===== src/rtl/pva_pkg.sv =====
`timescale 1ns / 1ps
// pva_pkg: request codes, note record, microcode word and program rom
// for the voice allocator; no dependencies
package pva_pkg;

  localparam logic [2:0] REQ_NOTE_ON  = 3'd0;
  localparam logic [2:0] REQ_NOTE_OFF = 3'd1;
  localparam logic [2:0] REQ_CHOKE    = 3'd2;
  localparam logic [2:0] REQ_ALL_OFF  = 3'd3;
  localparam logic [2:0] REQ_REPORT   = 3'd4;

  // microcode addresses
  localparam int UPC_W = 3;
  localparam logic [UPC_W-1:0] UA_ON_SCAN  = 3'd0;
  localparam logic [UPC_W-1:0] UA_ON_WR    = 3'd1;
  localparam logic [UPC_W-1:0] UA_OFF_SCAN = 3'd2;
  localparam logic [UPC_W-1:0] UA_CHK_SCAN = 3'd3;
  localparam logic [UPC_W-1:0] UA_ALL_OFF  = 3'd4;
  localparam logic [UPC_W-1:0] UA_REPORT   = 3'd5;
  localparam logic [UPC_W-1:0] UA_SPARE    = 3'd6;
  localparam logic [UPC_W-1:0] UA_EMIT     = 3'd7;

  typedef struct packed {
    logic [8:0]  port;
    logic [4:0]  chan;
    logic [7:0]  key;
    logic [31:0] nid;
  } note_t;

  typedef enum logic [1:0] {
    SK_ALLOC,
    SK_RELEASE,
    SK_CHOKE
  } scan_kind_t;

  typedef enum logic [1:0] {
    ACT_NONE,
    ACT_ALLOC,
    ACT_ALL_OFF,
    ACT_REPORT
  } act_t;

  typedef struct packed {
    logic             scan;  // walk the voice table, loop here until done
    scan_kind_t       sk;
    act_t             act;
    logic             fin;   // hand the result to the output register
    logic [UPC_W-1:0] nxt;
  } uword_t;

  typedef struct packed {
    logic   run;
    logic   emit;
    uword_t w;
  } ctl_t;

  function automatic uword_t ucode_rom(logic [UPC_W-1:0] pc);
    uword_t u;
    u = '{scan: 1'b0, sk: SK_ALLOC, act: ACT_NONE, fin: 1'b0, nxt: UA_EMIT};
    unique case (pc)
      UA_ON_SCAN: begin
        u.scan = 1'b1;
        u.sk   = SK_ALLOC;
        u.nxt  = UA_ON_WR;
      end
      UA_ON_WR:    u.act = ACT_ALLOC;
      UA_OFF_SCAN: begin
        u.scan = 1'b1;
        u.sk   = SK_RELEASE;
      end
      UA_CHK_SCAN: begin
        u.scan = 1'b1;
        u.sk   = SK_CHOKE;
      end
      UA_ALL_OFF:  u.act = ACT_ALL_OFF;
      UA_REPORT:   u.act = ACT_REPORT;
      UA_SPARE:    u.fin = 1'b1;
      UA_EMIT:     u.fin = 1'b1;
      default:     u.fin = 1'b1;
    endcase
    return u;
  endfunction

  function automatic logic [UPC_W-1:0] entry_of(logic [2:0] req);
    logic [UPC_W-1:0] a;
    unique case (req)
      REQ_NOTE_ON:  a = UA_ON_SCAN;
      REQ_NOTE_OFF: a = UA_OFF_SCAN;
      REQ_CHOKE:    a = UA_CHK_SCAN;
      REQ_ALL_OFF:  a = UA_ALL_OFF;
      REQ_REPORT:   a = UA_REPORT;
      default:      a = UA_EMIT;
    endcase
    return a;
  endfunction

  // note ids decide when both are given, else each given field must agree
  function automatic logic note_match(note_t v, note_t r);
    logic m;
    if (!r.nid[31] && !v.nid[31]) begin
      m = (v.nid == r.nid);
    end else begin
      m = (r.port[8] || v.port == r.port) &&
          (r.chan[4] || v.chan == r.chan) &&
          (r.key[7]  || v.key  == r.key);
    end
    return m;
  endfunction

endpackage


===== src/rtl/polyphonic_voice_allocator_top.sv =====
`timescale 1ns / 1ps
// note_on scans the voice table, then writes the chosen voice; note_off and
// choke scan only; all_sound_off and level_report act without a scan; unknown
// requests go straight to the result; one request at a time, a new beat is
// taken the cycle after the result enters the output register
// the table walk reads one voice per cycle from the note and level rams
// reset: synchronous, clears all voices to inactive, released, level zero
module polyphonic_voice_allocator_top
  import pva_pkg::*;
#(
  parameter int NUM_VOICES = 16
) (
  input  logic               clk,
  input  logic               rst,
  input  logic               in_valid,
  output logic               in_ready,
  input  logic [2:0]         req_type,
  input  logic signed [8:0]  port_id,
  input  logic signed [4:0]  channel_num,
  input  logic signed [7:0]  key_num,
  input  logic signed [31:0] note_ident,
  input  logic [3:0]         report_voice,
  input  logic [15:0]        report_level,
  input  logic               report_idle,
  output logic               out_valid,
  input  logic               out_ready,
  output logic [3:0]         voice_index,
  output logic               assigned,
  output logic               was_stolen,
  output logic [15:0]        affected_mask
);

  ctl_t        ctl;
  logic        start;
  logic        out_free;
  logic        scan_done;
  logic [3:0]  res_index;
  logic        res_assigned;
  logic        res_stolen;
  logic [15:0] res_mask;

  // input beat accepted only while the sequencer is idle
  assign in_ready = !ctl.run;
  assign start    = in_valid && in_ready;
  // output register can take a result when empty or draining this cycle
  assign out_free = !out_valid || out_ready;

  pva_seq u_seq (
    .clk       (clk),
    .rst       (rst),
    .start     (start),
    .req_type  (req_type),
    .scan_done (scan_done),
    .out_free  (out_free),
    .ctl       (ctl)
  );

  pva_dp #(.NUM_VOICES(NUM_VOICES)) u_dp (
    .clk          (clk),
    .rst          (rst),
    .start        (start),
    .port_id      (port_id),
    .channel_num  (channel_num),
    .key_num      (key_num),
    .note_ident   (note_ident),
    .report_voice (report_voice),
    .report_level (report_level),
    .report_idle  (report_idle),
    .ctl          (ctl),
    .scan_done    (scan_done),
    .res_index    (res_index),
    .res_assigned (res_assigned),
    .res_stolen   (res_stolen),
    .res_mask     (res_mask)
  );

  // output register, parts the sequencer from the downstream stall
  always_ff @(posedge clk) begin
    if (rst) begin
      out_valid <= 1'b0;
    end else if (ctl.emit) begin
      out_valid     <= 1'b1;
      voice_index   <= res_index;
      assigned      <= res_assigned;
      was_stolen    <= res_stolen;
      affected_mask <= res_mask;
    end else if (out_ready) begin
      out_valid <= 1'b0;
    end
  end

  // a stolen voice only ever comes with an assignment
  a_stolen_assigned: assert property (@(posedge clk) disable iff (rst)
    out_valid && was_stolen |-> assigned)
    else $error("stolen without assignment");

  // note_on results never carry an affected mask
  a_assign_no_mask: assert property (@(posedge clk) disable iff (rst)
    out_valid && assigned |-> affected_mask == 16'd0)
    else $error("note_on result with nonzero mask");

  // an assigned voice lies inside the table
  a_index_range: assert property (@(posedge clk) disable iff (rst)
    out_valid && assigned |-> 32'(voice_index) < NUM_VOICES)
    else $error("assigned voice out of range");

  // one request at a time
  a_one_busy: assert property (@(posedge clk) disable iff (rst)
    in_valid && in_ready |=> !in_ready)
    else $error("second beat taken while busy");

endmodule


===== src/rtl/pva_ram.sv =====
`timescale 1ns / 1ps
// pva_ram: generic single write port, single read port ram
// with registered read data; no dependencies
module pva_ram #(
  parameter int WIDTH = 8,
  parameter int DEPTH = 16
) (
  input  logic                     clk,
  input  logic                     we,
  input  logic [$clog2(DEPTH)-1:0] waddr,
  input  logic [WIDTH-1:0]         wdata,
  input  logic [$clog2(DEPTH)-1:0] raddr,
  output logic [WIDTH-1:0]         rdata
);

  logic [WIDTH-1:0] mem [DEPTH];

  always_ff @(posedge clk) begin
    if (we) begin
      mem[waddr] <= wdata;
    end
    rdata <= mem[raddr];
  end

endmodule


===== src/rtl/pva_seq.sv =====
`timescale 1ns / 1ps
// pva_seq: microcode step counter, dispatch and conditional jumps
// depends on pva_pkg
module pva_seq
  import pva_pkg::*;
(
  input  logic       clk,
  input  logic       rst,
  input  logic       start,
  input  logic [2:0] req_type,
  input  logic       scan_done,
  input  logic       out_free,
  output ctl_t       ctl
);

  logic             busy;
  logic [UPC_W-1:0] pc;
  uword_t           w;

  assign w        = ucode_rom(pc);
  assign ctl.run  = busy;
  assign ctl.emit = busy && w.fin && out_free;
  assign ctl.w    = w;

  always_ff @(posedge clk) begin
    if (rst) begin
      busy <= 1'b0;
      pc   <= UA_EMIT;
    end else if (!busy) begin
      if (start) begin
        busy <= 1'b1;
        pc   <= entry_of(req_type);
      end
    end else begin
      priority if (w.fin) begin
        if (out_free) busy <= 1'b0;
      end else if (w.scan && !scan_done) begin
        pc <= pc;
      end else begin
        pc <= w.nxt;
      end
    end
  end

endmodule


===== src/rtl/pva_dp.sv =====
`timescale 1ns / 1ps
// pva_dp: voice table datapath; active and held flags, note and level rams,
// scan pipeline and result registers; depends on pva_pkg and pva_ram
module pva_dp
  import pva_pkg::*;
#(
  parameter int NUM_VOICES = 16
) (
  input  logic        clk,
  input  logic        rst,
  input  logic        start,
  input  logic [8:0]  port_id,
  input  logic [4:0]  channel_num,
  input  logic [7:0]  key_num,
  input  logic [31:0] note_ident,
  input  logic [3:0]  report_voice,
  input  logic [15:0] report_level,
  input  logic        report_idle,
  input  ctl_t        ctl,
  output logic        scan_done,
  output logic [3:0]  res_index,
  output logic        res_assigned,
  output logic        res_stolen,
  output logic [15:0] res_mask
);

  localparam int IW = $clog2(NUM_VOICES);
  localparam int CW = $clog2(NUM_VOICES + 1);
  localparam int MW = (NUM_VOICES < 16) ? NUM_VOICES : 16;

  note_t            r_note;
  logic [3:0]       r_rv;
  logic [15:0]      r_lvl;
  logic             r_idle;

  logic [NUM_VOICES-1:0] active;
  logic [NUM_VOICES-1:0] held;
  logic [NUM_VOICES-1:0] lvl_ok;
  logic [NUM_VOICES-1:0] aff;

  logic [CW-1:0] sidx;
  logic          p_valid;
  logic [IW-1:0] p_idx;

  logic          found;
  logic [IW-1:0] free_idx;
  logic [15:0]   best_lvl;
  logic [IW-1:0] best_idx;

  logic [IW-1:0] res_idx;

  note_t         note_q;
  logic [15:0]   lvl_q;
  logic [IW-1:0] raddr;

  logic          p_active, p_held, p_match;
  logic [15:0]   p_lvl;
  logic [IW-1:0] slot;
  logic          rv_ok;
  logic [IW-1:0] rv_idx;
  logic          alloc_go, report_go;

  assign scan_done = (sidx == CW'(NUM_VOICES));
  assign raddr     = scan_done ? '0 : sidx[IW-1:0];

  assign p_active = active[p_idx];
  assign p_held   = held[p_idx];
  // never reported levels read as zero
  assign p_lvl    = lvl_ok[p_idx] ? lvl_q : 16'd0;
  assign p_match  = note_match(note_q, r_note);

  assign slot      = found ? free_idx : best_idx;
  assign rv_ok     = (32'(r_rv) < NUM_VOICES);
  assign rv_idx    = IW'(r_rv);
  assign alloc_go  = ctl.run && (ctl.w.act == ACT_ALLOC);
  assign report_go = ctl.run && (ctl.w.act == ACT_REPORT) && rv_ok;

  pva_ram #(.WIDTH($bits(note_t)), .DEPTH(NUM_VOICES)) u_note_ram (
    .clk   (clk),
    .we    (alloc_go),
    .waddr (slot),
    .wdata (r_note),
    .raddr (raddr),
    .rdata (note_q)
  );

  pva_ram #(.WIDTH(16), .DEPTH(NUM_VOICES)) u_level_ram (
    .clk   (clk),
    .we    (report_go),
    .waddr (rv_idx),
    .wdata (r_lvl),
    .raddr (raddr),
    .rdata (lvl_q)
  );

  always_ff @(posedge clk) begin
    if (rst) begin
      active  <= '0;
      held    <= '0;
      lvl_ok  <= '0;
      sidx    <= '0;
      p_valid <= 1'b0;
    end else begin
      if (start) begin
        r_note       <= '{port: port_id, chan: channel_num, key: key_num, nid: note_ident};
        r_rv         <= report_voice;
        r_lvl        <= report_level;
        r_idle       <= report_idle;
        found        <= 1'b0;
        aff          <= '0;
        res_idx      <= '0;
        res_assigned <= 1'b0;
        res_stolen   <= 1'b0;
        sidx         <= '0;
        p_valid      <= 1'b0;
      end

      if (ctl.run && ctl.w.scan) begin
        // issue one read per cycle, process it the cycle after
        if (!scan_done) begin
          sidx    <= sidx + CW'(1);
          p_valid <= 1'b1;
          p_idx   <= sidx[IW-1:0];
        end else begin
          sidx    <= '0;
          p_valid <= 1'b0;
        end

        if (p_valid) begin
          unique case (ctl.w.sk)
            SK_ALLOC: begin
              if (!p_active && !found) begin
                found    <= 1'b1;
                free_idx <= p_idx;
              end
              if (p_idx == '0 || p_lvl < best_lvl) begin
                best_lvl <= p_lvl;
                best_idx <= p_idx;
              end
            end
            SK_RELEASE: begin
              if (p_active && p_held && p_match) begin
                held[p_idx] <= 1'b0;
                aff[p_idx]  <= 1'b1;
              end
            end
            SK_CHOKE: begin
              if (p_active && p_match) begin
                active[p_idx] <= 1'b0;
                held[p_idx]   <= 1'b0;
                aff[p_idx]    <= 1'b1;
              end
            end
            default: ;
          endcase
        end
      end

      if (ctl.run) begin
        unique case (ctl.w.act)
          ACT_ALLOC: begin
            active[slot] <= 1'b1;
            held[slot]   <= 1'b1;
            res_idx      <= slot;
            res_assigned <= 1'b1;
            res_stolen   <= !found;
          end
          ACT_ALL_OFF: begin
            aff    <= active;
            active <= '0;
            held   <= '0;
          end
          ACT_REPORT: begin
            if (rv_ok) begin
              lvl_ok[rv_idx] <= 1'b1;
              if (r_idle) begin
                aff[rv_idx]    <= active[rv_idx];
                active[rv_idx] <= 1'b0;
              end
            end
          end
          ACT_NONE: ;
          default: ;
        endcase
      end
    end
  end

  assign res_index = 4'(res_idx);
  assign res_mask  = 16'(aff[MW-1:0]);

endmodule


===== config.mk =====
export PLATFORM = sky130hd
export DESIGN_NAME = polyphonic_voice_allocator_top
export DESIGN_NICKNAME = d
export VERILOG_FILES = /design/src/rtl/pva_pkg.sv /design/src/rtl/polyphonic_voice_allocator_top.sv /design/src/rtl/pva_ram.sv /design/src/rtl/pva_seq.sv /design/src/rtl/pva_dp.sv
export SDC_FILE = /design/constraint.sdc
export NUM_CORES = 1
export LEC_CHECK = 0
export BUFFER_PORTS_ARGS = -buffer_cell sky130_fd_sc_hd__buf_2
export CORE_ASPECT_RATIO = 1.75
export CORE_MARGIN = 2
export CORE_UTILIZATION = 55
export CTS_CLUSTER_SIZE = 28
export DETAILED_ROUTE_END_ITERATION = 12
export HOLD_SLACK_MARGIN = 0.03
export PLACE_DENSITY_LB_ADDON = 0.3
export SETUP_SLACK_MARGIN = 0.1
export SYNTH_ARGS = -nofsm -noshare
export SYNTH_HDL_FRONTEND = slang
export SYNTH_SLANG_ARGS = --single-unit
export TNS_END_PERCENT = 50

===== constraint.sdc =====
create_clock -name clk -period 8.8 [get_ports clk]
set_input_delay 1.76 -clock clk [delete_from_list [all_inputs] [get_ports clk]]
set_output_delay 1.76 -clock clk [all_outputs]
set_load 0.02 [all_outputs]

==> reports/results.tsv <==
stage	metric	value	unit
worst_setup_path	crit-path cells	mux4_2 > mux4_2 > and2_1 > ha_1 > a21o_1 > a21o_1 > a21oi_1 > o22ai_1 > nor4_1 > o31a_1	
placed_design	Post-DP HPWL	67300	um
global_routing	vias in the first global route	31389	
detailed_routing	via-per-instance ratio	6.47	
cells_and_area	most frequent cells in the layout	1268 x edfxtp_1, 607 x nand2_1, 288 x a31oi_1	
yosys	net count after synthesis	3546	
yosys	number of synthesized flops with an enable pin	1268	
yosys	Synth Flop Type	edfxtp_1	
timing	TNS Setup	0	ns
cells_and_area	most common cell after layout, fill and taps aside	edfxtp_1	
worst_setup_path	Worst R2R End	u_dp.best_lvl[1]	
floorplanning	Die Height	414	um
timing	RSZ-0062 raised after global routing	false	
floorplanning	area of the core	95500	um2
cts	clk buf depth	3	
worst_setup_path	Crit-path slowest cell	edfxtp_1	
yosys	Synth Register Bits	1397	
cts	CTS root buf	clkbuf_16	
worst_setup_path	CP arrival	4.86	ns
floorplanning	num ports	106	
power	sw frac	20.2	%
floorplanning	Rows	150	
cells_and_area	fin nets	3612	
timing	Hold Fails Final Rpt	0	
power	power share of the clock group	40.6	%
worst_hold_path	worst hold stages	0	
detailed_routing	number of antenna-violating nets in the routed design	0	
global_routing	GR Util All Layers	26.7	%
detailed_routing	first-pass detailed-route iteration total	8	
floorplanning	DIE WIDTH	238	um
detailed_routing	WL per Instance	27.4	um
timing	Slew Viols, Final	0	
cts	CTS Buf Count	118	
floorplanning	die area	98800	um2
power	PwrDens	218	nW/um2
worst_setup_path	Worst path max stage delay	0.91	ns
power	Pint	10200	uW
timing	worst hold slack	0.459	ns
detailed_routing	drt drc	0	
placed_design	placer's final routability congestion estimate	0.934	
timing	Fmax	221	MHz
floorplanning	initial core utilization	55.4	%
global_routing	first-pass GRT wire length	195000	um
worst_setup_path	Critical Path RT	9.14	ns
yosys	Post-Synthesis Cell Area	52900	um2
worst_setup_path	launch point of the critical path	u_dp.p_idx[1]	
worst_setup_path	critical path class	flip-flop to flip-flop	
worst_hold_path	Hold Path Class	flip-flop to flip-flop	
worst_setup_path	Critical R2R Launch	u_dp.p_idx[1]	
power	share of power burned in registers	57.3	%
power	NetSw	2590	uW
global_routing	GR Overflow Total	0	
cts	clk slew on worst S/H paths	0.07	ns
global_routing	initial antenna violation count	3	
worst_setup_path	crit-path max FO	20	
timing	final worst slack	4.28	ns
cts	# H-tree levels	3	
power	Leak Pwr	0.0190	uW
detailed_routing	final wirelength	132000	um
detailed_routing	DR vias	31221	
timing	post-layout minimum cycle time	4.52	ns
worst_hold_path	worst hold endpoint	affected_mask[12]	
yosys	library cells used by synthesis	71	
worst_setup_path	worst reg2reg path depth	10	
timing	final worst-path cycle share	51.4	%
yosys	Syn Area/Cell	15.4	um2
timing	Slew headroom	11.4	%
cts	worst skew pair latency	0.72	ns
yosys	sequential area share after synthesis	76.9	%
cts	Resized cells post-CTS	0	
yosys	Synth warnings	0	
global_routing	pin count of the biggest net entering global routing	185	
power	VDD IR max	234	uV
worst_setup_path	R2R setup slack	4.28	ns
run_status	status	finished clean	
yosys	Post-Synthesis Cells	3442	
yosys	Synth async-reset ratio	0	%
power	combinational power share	2.1	%
placed_design	worst slack at placement	4.24	ns
timing	Setup-failing EPs final	0	
timing	slew at the pin closest to its max-slew limit	1.33	ns
cells_and_area	Area Overhead vs Synth	11.0	%
placed_design	IO Port Bufs	105	
cts	Setup Buffers After CTS	0	
cts	CTS tree	yes	
timing	Final Skew	0.0284	ns
cts	clock sinks	1397	
job	max_cap viols	0	
cells_and_area	layout cell share with drive strength beyond 1	13.3	%
worst_setup_path	Worst setup EP type	flip-flop	
cts	CTS Hold Bufs	0	
worst_hold_path	Worst Hold Launch	u_dp.res_mask[12]	
detailed_routing	starting DRC count in detailed routing	3267	
worst_setup_path	crit path launch type	flip-flop	
through the flow:
| step | util [%] | power (uW) | cell area (um2) | instances |
|---|---|---|---|---|
| after global routing | 61.5 | 13100 | 58700 | 4827 |
| after detailed placement | 57.4 | 7750 | 54800 | 4604 |
| after CTS | 61.5 | 12900 | 58700 | 4827 |
| final | 61.5 | 12800 | 58700 | 4828 |
| after floorplan | - | 7620 | 52900 | 3442 |
| after global placement | 57.4 | 7740 | 54800 | 4604 |
per-layer routing:
layer / track usage (%) / routed length (um) / vias to the layer above
li1: - / - / 13577
met1: 33.4 / 48600 / 15803
met2: 46.4 / 68500 / 1532
met3: 3.27 / 9330 / 307
met4: 12.4 / 5730 / 2
met5: 0 / 13 / -
power by group through the flow:
stage | clock [uW] | sequential (uW) | combinational [uW]
5_1_grt | 5500 | 7350 | 282
6_report | 5210 | 7350 | 263
3_5_place_dp | 0 | 7490 | 262
2_1_floorplan | 0 | 7460 | 162
3_3_place_gp | 0 | 7480 | 259
4_1_cts | 5270 | 7340 | 264
cells by family (layout without fill, tap and decap cells):
family,Yosys count,count (layout),synth area share [%]
other cells,0,1,0
mux,93,93,3.83
flops,1397,1397,76.9
simple gates,856,856,6.77
fa+ha+maj,22,22,0.520
xor+xnor,50,50,0.828
buf+inv,249,418,1.80
compound gates,775,775,9.40
cell usage after synthesis (12+ instances only):
| master | count | area share [%] |
|---|---|---|
| a211oi_1 | 20 | 0.28 |
| a21oi_1 | 58 | 0.55 |
| a31oi_1 | 288 | 3.4 |
| a32o_1 | 15 | 0.28 |
| and2_1 | 19 | 0.22 |
| buf_1 | 13 | 0.092 |
| clkbuf_1 | 197 | 1.4 |
| dfxtp_1 | 129 | 4.9 |
| edfxtp_1 | 1268 | 72 |
| ha_1 | 22 | 0.52 |
| inv_1 | 29 | 0.21 |
| mux4_2 | 85 | 3.6 |
| nand2_1 | 608 | 4.3 |
| nand2b_1 | 13 | 0.15 |
| nand3_1 | 27 | 0.26 |
| nand4_1 | 12 | 0.14 |
| nor2_1 | 97 | 0.69 |
| nor2b_1 | 15 | 0.18 |
| nor3_1 | 15 | 0.14 |
| o21a_1 | 17 | 0.24 |
| o21ai_0 | 23 | 0.22 |
| o21ai_1 | 13 | 0.12 |
| o22ai_1 | 285 | 3.4 |
| xnor2_1 | 24 | 0.40 |
| xor2_1 | 26 | 0.43 |
how the worst max path moves through the flow:
stage / to / slack [ns] / cells past startpoint
6_report: u_dp.best_lvl[1] / 4.28 / 10
3_3_place_gp: u_dp.best_idx[1] / 4.26 / 10
2_1_floorplan: u_dp.r_idle / 2.98 / 3
4_1_cts: u_dp.best_lvl[2] / 4.23 / 10
5_1_grt: u_dp.best_lvl[2] / 3.99 / 10
3_5_place_dp: u_dp.best_idx[2] / 4.24 / 10
sequential cells by signal, indices dropped and copies added, names as in the netlist, 54 cells and up:
signal,flops
u_dp.u_note_ram.mem,864
u_dp.r_note,54
u_dp.u_level_ram.mem,256
u_dp.u_note_ram.rdata,54
cell type report:
type	count	area (um2)
diodes	1	2.50
clock buffers	167	3350
clock inverters	56	529
fillers	6866	36800
inverters	32	130
multi-input cells	1796	11500
flip-flops and latches	1397	40700
well taps	1216	1520
repair buffers	163	1010
worst max-delay path: cells and delay by family (launching register included):
kind | cells | cell delay (ns)
AO/OA/AOI/OAI | 5 | 1.43
multiplexers | 2 | 1.05
flip-flops | 1 | 0.91
AND/OR/NAND/NOR | 2 | 0.41
adder cells (fa/ha/maj) | 1 | 0.33
Power figures use the tool's default switching activity.
